===== config.mk =====
export PLATFORM = sky130hd
export DESIGN_NAME = rotation_normalized_permutation_rank
export DESIGN_NICKNAME = d
export VERILOG_FILES = /design/src/design/rnpr_pkg.sv /design/src/design/rnpr_ctrl.sv /design/src/design/rnpr_dp.sv /design/src/design/rotation_normalized_permutation_rank.sv
export SDC_FILE = /design/constraint.sdc
export NUM_CORES = 1
export LEC_CHECK = 0
export BUFFER_PORTS_ARGS = -buffer_cell sky130_fd_sc_hd__buf_2
export CORE_UTILIZATION = 58
export DETAILED_ROUTE_END_ITERATION = 7
export GPL_TIMING_DRIVEN = 0
export PLACE_DENSITY = 0.89
export SLEW_MARGIN = 30
export SYNTH_ARGS = -nofsm -noshare
export SYNTH_HDL_FRONTEND = slang
export SYNTH_SLANG_ARGS = --single-unit

===== constraint.sdc =====
create_clock -name aclk -period 12.15 [get_ports aclk]
set_input_delay 1.215 -clock aclk [delete_from_list [all_inputs] [get_ports aclk]]
set_output_delay 1.215 -clock aclk [all_outputs]
set_load 0.05 [all_outputs]

===== src/design/rnpr_pkg.sv =====
package rnpr_pkg;

    // Fixed field widths
    localparam int RANK_W = 41;
    localparam int POS_W  = 4;
    localparam int CFG_W  = 5;

    // Ring size limits and reset value
    localparam logic [CFG_W-1:0] RING_MIN   = 5'd3;
    localparam logic [CFG_W-1:0] RING_RESET = 5'd16;

    // Conditional subtractions needed to reduce a 4-bit place by a ring of at least 3
    localparam int MOD_STEPS = 5;

    typedef enum logic [1:0] {
        ST_LOAD,
        ST_READ,
        ST_USE,
        ST_DONE
    } state_t;

    // Controller to datapath
    typedef struct packed {
        logic load;      // take one input beat
        logic read;      // issue table reads at walk pointers
        logic use_data;  // fold read data into rank, swap tables, advance
        logic out_load;  // move finished rank into the output register
    } cmd_t;

    // Datapath to controller
    typedef struct packed {
        logic last_item;
        logic top_is_one;
    } sts_t;

endpackage


===== src/design/rnpr_ctrl.sv =====
module rnpr_ctrl (
    input  logic          aclk,
    input  logic          aresetn,
    input  logic          s_valid,
    output logic          s_ready,
    output logic          m_valid,
    input  logic          m_ready,
    input  rnpr_pkg::sts_t sts,
    output rnpr_pkg::cmd_t cmd
);

    rnpr_pkg::state_t state_reg, state_next;
    logic             m_valid_reg, m_valid_next;

    // State and output-valid registers
    always_ff @(posedge aclk) begin
        if (!aresetn) begin
            state_reg   <= rnpr_pkg::ST_LOAD;
            m_valid_reg <= 1'b0;
        end else begin
            state_reg   <= state_next;
            m_valid_reg <= m_valid_next;
        end
    end

    // Next state and commands
    always_comb begin
        state_next = state_reg;
        cmd        = '0;
        s_ready    = 1'b0;
        case (state_reg)
            rnpr_pkg::ST_LOAD: begin
                s_ready  = 1'b1;
                cmd.load = s_valid;
                if (s_valid && sts.last_item) begin
                    state_next = rnpr_pkg::ST_READ;
                end
            end
            rnpr_pkg::ST_READ: begin
                cmd.read   = 1'b1;
                state_next = rnpr_pkg::ST_USE;
            end
            rnpr_pkg::ST_USE: begin
                cmd.use_data = 1'b1;
                state_next   = sts.top_is_one ? rnpr_pkg::ST_DONE : rnpr_pkg::ST_READ;
            end
            rnpr_pkg::ST_DONE: begin
                // Hold until the output register is free
                if (!m_valid_reg || m_ready) begin
                    cmd.out_load = 1'b1;
                    state_next   = rnpr_pkg::ST_LOAD;
                end
            end
            default: begin
                state_next = rnpr_pkg::ST_LOAD;
            end
        endcase
    end

    // Output beat valid
    always_comb begin
        if (cmd.out_load) begin
            m_valid_next = 1'b1;
        end else if (m_ready) begin
            m_valid_next = 1'b0;
        end else begin
            m_valid_next = m_valid_reg;
        end
    end

    assign m_valid = m_valid_reg;

endmodule


===== src/design/rnpr_dp.sv =====
module rnpr_dp #(
    parameter int MAX_RING = 16
) (
    input  logic                             aclk,
    input  logic                             aresetn,
    input  logic                             cfg_wr_en,
    input  logic [rnpr_pkg::CFG_W-1:0]       cfg_wr_data,
    input  logic [rnpr_pkg::POS_W-1:0]       s_tile_position,
    output logic [rnpr_pkg::RANK_W-1:0]      m_rank,
    input  rnpr_pkg::cmd_t                   cmd,
    output rnpr_pkg::sts_t                   sts
);

    localparam int NW = $clog2(MAX_RING + 1);
    localparam int AW = $clog2(MAX_RING);
    localparam int CW = (NW > rnpr_pkg::POS_W) ? NW : rnpr_pkg::POS_W;
    localparam int RW = rnpr_pkg::RANK_W;

    logic [rnpr_pkg::CFG_W-1:0] ring_size_reg;
    logic [NW-1:0]              count_reg;
    logic [AW-1:0]              offset_reg;
    logic [AW-1:0]              pos_reg;
    logic [AW-1:0]              top_reg;
    logic                       first_reg;
    logic [RW-1:0]              rank_reg;
    logic [RW-1:0]              m_rank_reg;
    logic [AW-1:0]              ea_rd_reg;
    logic [AW-1:0]              iov_rd_reg;

    logic [AW-1:0] ea_mem  [MAX_RING];
    logic [AW-1:0] iov_mem [MAX_RING];

    logic [rnpr_pkg::CFG_W-1:0] n_wide;
    logic [NW-1:0]              n_eff;
    logic [CW-1:0]              place_wide;
    logic [AW-1:0]              place;
    logic [NW-1:0]              offset_full;
    logic [NW:0]                rot_sum;
    logic [AW-1:0]              rot_val;
    logic [AW-1:0]              slot;
    logic [NW-1:0]              mult;
    logic [RW+NW-1:0]           prod;
    logic [RW-1:0]              rank_next;

    // Saturate ring size to the supported range
    always_comb begin
        if (ring_size_reg < rnpr_pkg::RING_MIN) begin
            n_wide = rnpr_pkg::RING_MIN;
        end else if (ring_size_reg > rnpr_pkg::CFG_W'(MAX_RING)) begin
            n_wide = rnpr_pkg::CFG_W'(MAX_RING);
        end else begin
            n_wide = ring_size_reg;
        end
        n_eff = n_wide[NW-1:0];
    end

    // Reduce the incoming place modulo the ring size
    always_comb begin
        place_wide = CW'(s_tile_position);
        for (int i = 0; i < rnpr_pkg::MOD_STEPS; i++) begin
            if (place_wide >= CW'(n_eff)) begin
                place_wide = place_wide - CW'(n_eff);
            end
        end
        place = place_wide[AW-1:0];
    end

    // Rotation that puts tile 0 at the last place, and the rotated value
    always_comb begin
        offset_full = n_eff - NW'(1) - NW'(place);
        rot_sum     = (NW+1)'(place) + (NW+1)'(offset_reg);
        if (rot_sum >= (NW+1)'(n_eff)) begin
            rot_sum = rot_sum - (NW+1)'(n_eff);
        end
        rot_val = rot_sum[AW-1:0];
        slot    = AW'(count_reg - NW'(1));
    end

    assign sts.last_item  = (count_reg != '0) &&
                            ((NW+1)'(count_reg) + (NW+1)'(1) >= (NW+1)'(n_eff));
    assign sts.top_is_one = (top_reg == AW'(1));

    // Rank step: multiply by remaining count and add the new leading element
    always_comb begin
        mult      = n_eff - NW'(1) - NW'(pos_reg);
        prod      = (RW+NW)'(rank_reg) * (RW+NW)'(mult);
        rank_next = first_reg ? RW'(ea_rd_reg) : (prod[RW-1:0] + RW'(ea_rd_reg));
    end

    // Control registers: ring size, frame count, walk pointers
    always_ff @(posedge aclk) begin
        if (!aresetn) begin
            ring_size_reg <= rnpr_pkg::RING_RESET;
            count_reg     <= '0;
            offset_reg    <= '0;
            pos_reg       <= '0;
            top_reg       <= '0;
            first_reg     <= 1'b0;
        end else if (cfg_wr_en) begin
            // Drop the current frame
            ring_size_reg <= cfg_wr_data;
            count_reg     <= '0;
        end else if (cmd.load) begin
            if (count_reg == '0) begin
                offset_reg <= offset_full[AW-1:0];
                count_reg  <= NW'(1);
            end else if (sts.last_item) begin
                count_reg <= '0;
                pos_reg   <= '0;
                top_reg   <= AW'(n_eff - NW'(2));
                first_reg <= 1'b1;
            end else begin
                count_reg <= count_reg + NW'(1);
            end
        end else if (cmd.use_data) begin
            first_reg <= 1'b0;
            if (!sts.top_is_one) begin
                pos_reg <= pos_reg + AW'(1);
                top_reg <= top_reg - AW'(1);
            end
        end
    end

    // Rank accumulator and output register
    always_ff @(posedge aclk) begin
        if (cmd.use_data) begin
            rank_reg <= rank_next;
        end
        if (cmd.out_load) begin
            m_rank_reg <= rank_reg;
        end
    end

    // Tables: load writes, swap writes during the walk, registered reads
    always_ff @(posedge aclk) begin
        if (cmd.load && count_reg != '0) begin
            ea_mem[slot]     <= rot_val;
            iov_mem[rot_val] <= slot;
        end else if (cmd.use_data && !sts.top_is_one) begin
            ea_mem[iov_rd_reg] <= ea_rd_reg;
            iov_mem[ea_rd_reg] <= iov_rd_reg;
        end
        if (cmd.read) begin
            ea_rd_reg  <= ea_mem[pos_reg];
            iov_rd_reg <= iov_mem[top_reg];
        end
    end

    assign m_rank = m_rank_reg;

endmodule


===== src/design/rotation_normalized_permutation_rank.sv =====
// Rotation-normalized permutation rank. Feed the places of tiles 0 to N-1 in
// order, one beat per cycle (N is ring_size saturated to 3..MAX_RING, places
// taken modulo N). Tile 0 fixes a rotation that puts it at the last place; the
// other N-1 rotated places form a permutation that is ranked with swap-removal
// ranking into 0..(N-1)!-1 (low 41 bits). After the last beat of a frame the
// input stalls while the walk runs: each swap step has a read state and an
// update state, since the two single-port tables must see the previous swap
// before the next lookup. The result sits in an output register, so the next
// frame loads while it waits. Writing ring_size drops a partly loaded frame.
// The input is assumed to be a valid permutation and is not checked.
module rotation_normalized_permutation_rank #(
    parameter int MAX_RING = 16
) (
    input  logic                        aclk,
    input  logic                        aresetn,
    input  logic                        cfg_wr_en,
    input  logic [rnpr_pkg::CFG_W-1:0]  cfg_wr_data,
    input  logic                        s_valid,
    output logic                        s_ready,
    input  logic [rnpr_pkg::POS_W-1:0]  s_tile_position,
    output logic                        m_valid,
    input  logic                        m_ready,
    output logic [rnpr_pkg::RANK_W-1:0] m_rank
);

    rnpr_pkg::cmd_t cmd;
    rnpr_pkg::sts_t sts;

    // Sequencer
    rnpr_ctrl u_ctrl (
        .aclk    (aclk),
        .aresetn (aresetn),
        .s_valid (s_valid),
        .s_ready (s_ready),
        .m_valid (m_valid),
        .m_ready (m_ready),
        .sts     (sts),
        .cmd     (cmd)
    );

    // Tables and rank arithmetic
    rnpr_dp #(
        .MAX_RING (MAX_RING)
    ) u_dp (
        .aclk            (aclk),
        .aresetn         (aresetn),
        .cfg_wr_en       (cfg_wr_en),
        .cfg_wr_data     (cfg_wr_data),
        .s_tile_position (s_tile_position),
        .m_rank          (m_rank),
        .cmd             (cmd),
        .sts             (sts)
    );

endmodule

==> flow_summary.toml <==
[global_route]
grt_usage = 0.268
antenna_found_initial = 0
grt_max_degree = 30
grt_pass1_wl_um = 64400
overflow = 0
grt_pass1_vias = 12704

[logic_synthesis]
synth_compound_gate_area_share = 0.0765
synthArstFlopShare = 0
syn_area_per_cell_sq_um = 11.6
synthAdderAreaFrac = 0.239
yosys.area_share.xor_xnor = 0.0381
synth_edf_count = 218
synth-simple-area-share = 0.121
syn_inst = 1491
synth_ff_type = "edfxtp_1"
ys_seq_elements = 244
synth_fp_nets = 1761
synthMuxAreaShare = 0.0751
synth_top_family_by_area = "adder cells"
ys_seq_area_frac = 0.410
synth_cell_types = 63
netlist_area_sq_um = 17200
yosysWarningCount = 0

[power_and_ir_drop]
powerDensity_nw_per_um2 = 292
power_mw = 5.62
ir_drop_mv = 0.214
cellLeakagePower_nw = 7.64

[worst_setup_path]
crit_slowest_cell = "fa_1"
crit_type = "input pin to flop"
critPathMaxStageDelay_ps = 600
crit_path_end_kind = "flop"
cp.arrival_ps = 12020
worstSetupStartpointType = "input pin"
crit_required_ps = 12390
path_max_fanout = 10
cp_common_cell = "ha_1"

[die]
initial_core_util = 0.596
die_w_um = 174
dieHeight_um = 174
die_area_sq_um = 30400
core.rowCount = 62
core_area_sq_um = 28900
io_pins = 57

[layout]
final_util = 0.665
nets = 1856
final_cells = 1990
synthToLayoutAreaGrowth_pct = 11.6
num-fill-cells = 1974
layout-drive-gt1-share = 0.144
diodes = 0
largest_registers = "u_dp.ea_mem x64, u_dp.iov_mem x64"

[clock_tree]
h-tree-depth = 1
clockRootBuffer = "clkbuf_16"
clock_path_buffers = 3
cts_buffers = 27
clkLatencyLatePin_ps = 540
cts.clk_slew.worst_paths_ps = 60
cts_tree = "yes"
clock_sinks = 244

[placement]
port_buffers = 56
dp.cells = 1935
dp_hpwl_um = 28300
gp_congestion = 0.923

[routing]
drt_iter0_markers = 1035
drc = 0
drtAntennaViolNets = 0
vias = 12011
firstDrtPassIters = 5
via_per_inst = 6.04
routed_wl_um = 40600
drt-wirelength-per-cell_um = 20.4

[sta]
worst_slew_pin_slew_ps = 899
fin_crit_ps = 11780
hold_viol = 0
setup_viol = 0
skew_ps = 12.6
post-route-period-util = 0.970
finalSetupTns_ps = 0
fmax_mhz = 84.9
slew_headroom = 0.400
holdWs_ps = 449
drv_slew = 0

[outcome]
status = "complete, no violations"

[hold_path]
hold_class = "flop to flop"

[run]
cap_viol_max_count = 0
[per-layer routing]
layer / vias up / GRT usage / routed length (um)
met5: - / 0 / 0
met2: 565 / 0.482 / 21100
met3: 117 / 0.0339 / 2800
met4: 0 / 0.0885 / 1320
met1: 5963 / 0.333 / 15400
li1: 5366 / - / -
[worst max-delay path, delay by kind of cell]
kind                     cells  cell delay [ps]
AO/OA/AOI/OAI               19             3850
adder cells (fa/ha/maj)      8             2720
buffers and inverters        4              340
multiplexers                 7             2250
AND/OR/NAND/NOR              9             1660
[timing repair]
| action | in CTS | in global routing |
|---|---|---|
| gates cloned | 1 | 2 |
| endpoints found under the setup margin | 96 | 93 |
| endpoints found under the hold margin | 0 | 0 |
| pin swaps | 2 | 2 |
| resized for setup | 12 | 53 |
| hold buffers | 0 | 0 |
| setup buffers | 2 | 2 |
[final timing paths]
kind | cells after the start | slack, ps | startpoint | end
max | 47 | 370 | s_tile_position[1] | u_dp.iov_mem[8][1]
min | 0 | 450 | u_dp.rank_reg[40] | u_dp.m_rank[40]
max reg2reg | 49 | 370 | u_dp.ring_size_reg[4] | u_dp.iov_mem[8][1]
min reg2reg | 0 | 450 | u_dp.rank_reg[40] | u_dp.m_rank[40]
[layout make-up]
type / count / area (sq um) / share of cell area
buffer: 41 / 158 / 0.00820
clock buffer: 29 / 683 / 0.0355
clock inverter: 20 / 149 / 0.00774
inverter: 141 / 534 / 0.0278
multi-input combinational: 1067 / 9780 / 0.509
sequential: 244 / 7070 / 0.367
tap: 384 / 480 / 0.0250
timing repair buffer: 64 / 380 / 0.0198
[cells in the final DEF, fill, tap and decap left out, types with 6 or more instances in the layout]
| cell | count |
|---|---|
| edfxtp_1 | 218 |
| nand2_1 | 178 |
| inv_1 | 136 |
| ha_1 | 134 |
| fa_1 | 122 |
| nor2_1 | 94 |
| a21oi_1 | 62 |
| buf_2 | 58 |
| nor2b_1 | 50 |
| and2_1 | 48 |
| xnor2_1 | 47 |
| o21ai_0 | 43 |
| mux4_2 | 40 |
| clkbuf_1 | 35 |
| clkbuf_16 | 27 |
| a21o_1 | 26 |
| xor2_1 | 26 |
| dfxtp_1 | 26 |
| mux2_2 | 16 |
| nor2_4 | 14 |
| nand2b_1 | 13 |
| a211oi_1 | 11 |
| clkinv_1 | 11 |
| nand3_1 | 10 |
| mux2i_1 | 8 |
| nor3_1 | 7 |
| mux2_4 | 6 |
| nand4_1 | 6 |
| o21bai_1 | 6 |
| o211ai_1 | 6 |
[through the flow]
stage | area [sq um] | setup slack [ps]
3_3_place_gp | 18000 | -1490
6_report | 19200 | 367
4_1_cts | 19000 | 1.70
2_1_floorplan | 17200 | 537
3_5_place_dp | 18100 | -815
5_1_grt | 19200 | -83.3
[cell usage after synthesis, drive strengths merged (5+ instances only)]
master / n / area share
mux4: 40 / 0.052
nand3: 10 / 0.0029
xnor2: 48 / 0.024
nand2b: 17 / 0.0062
xor2: 27 / 0.014
a21o: 30 / 0.013
a211oi: 11 / 0.0048
dfxtp: 26 / 0.030
o21bai: 6 / 0.0026
fa: 122 / 0.14
nor2b: 51 / 0.019
clkbuf: 34 / 0.0074
o21a: 5 / 0.0026
nand2: 181 / 0.039
o211ai: 6 / 0.0026
and2: 48 / 0.017
a21oi: 66 / 0.019
ha: 134 / 0.097
nor2: 112 / 0.024
edfxtp: 218 / 0.38
inv: 139 / 0.030
mux2: 20 / 0.014
nor3: 7 / 0.0020
mux2i: 14 / 0.0089
o21ai: 55 / 0.017
buf: 8 / 0.0019
nand4: 6 / 0.0022
[kinds of logic (layout without fill, tap and decap cells)]
family                   count (synthesis)  count (layout)
multiplexers                            74              76
XOR/XNOR                                75              75
buffers and inverters                  183             295
flip-flops                             244             244
AND/OR/NAND/NOR                        451             451
AO/OA/AOI/OAI                          208             209
adder cells (fa/ha/maj)                256             256
[where the power goes]
group / internal (mW) / total (mW) / leakage, nW / switching (mW)
Clock: 0.447 / 0.786 / 0.408 / 0.339
Combinational: 1.36 / 3.53 / 5.11 / 2.17
Sequential: 1.29 / 1.30 / 2.12 / 0.0127
Total: 3.10 / 5.62 / 7.64 / 2.52
No activity file was read; power rests on OpenSTA's default activity.
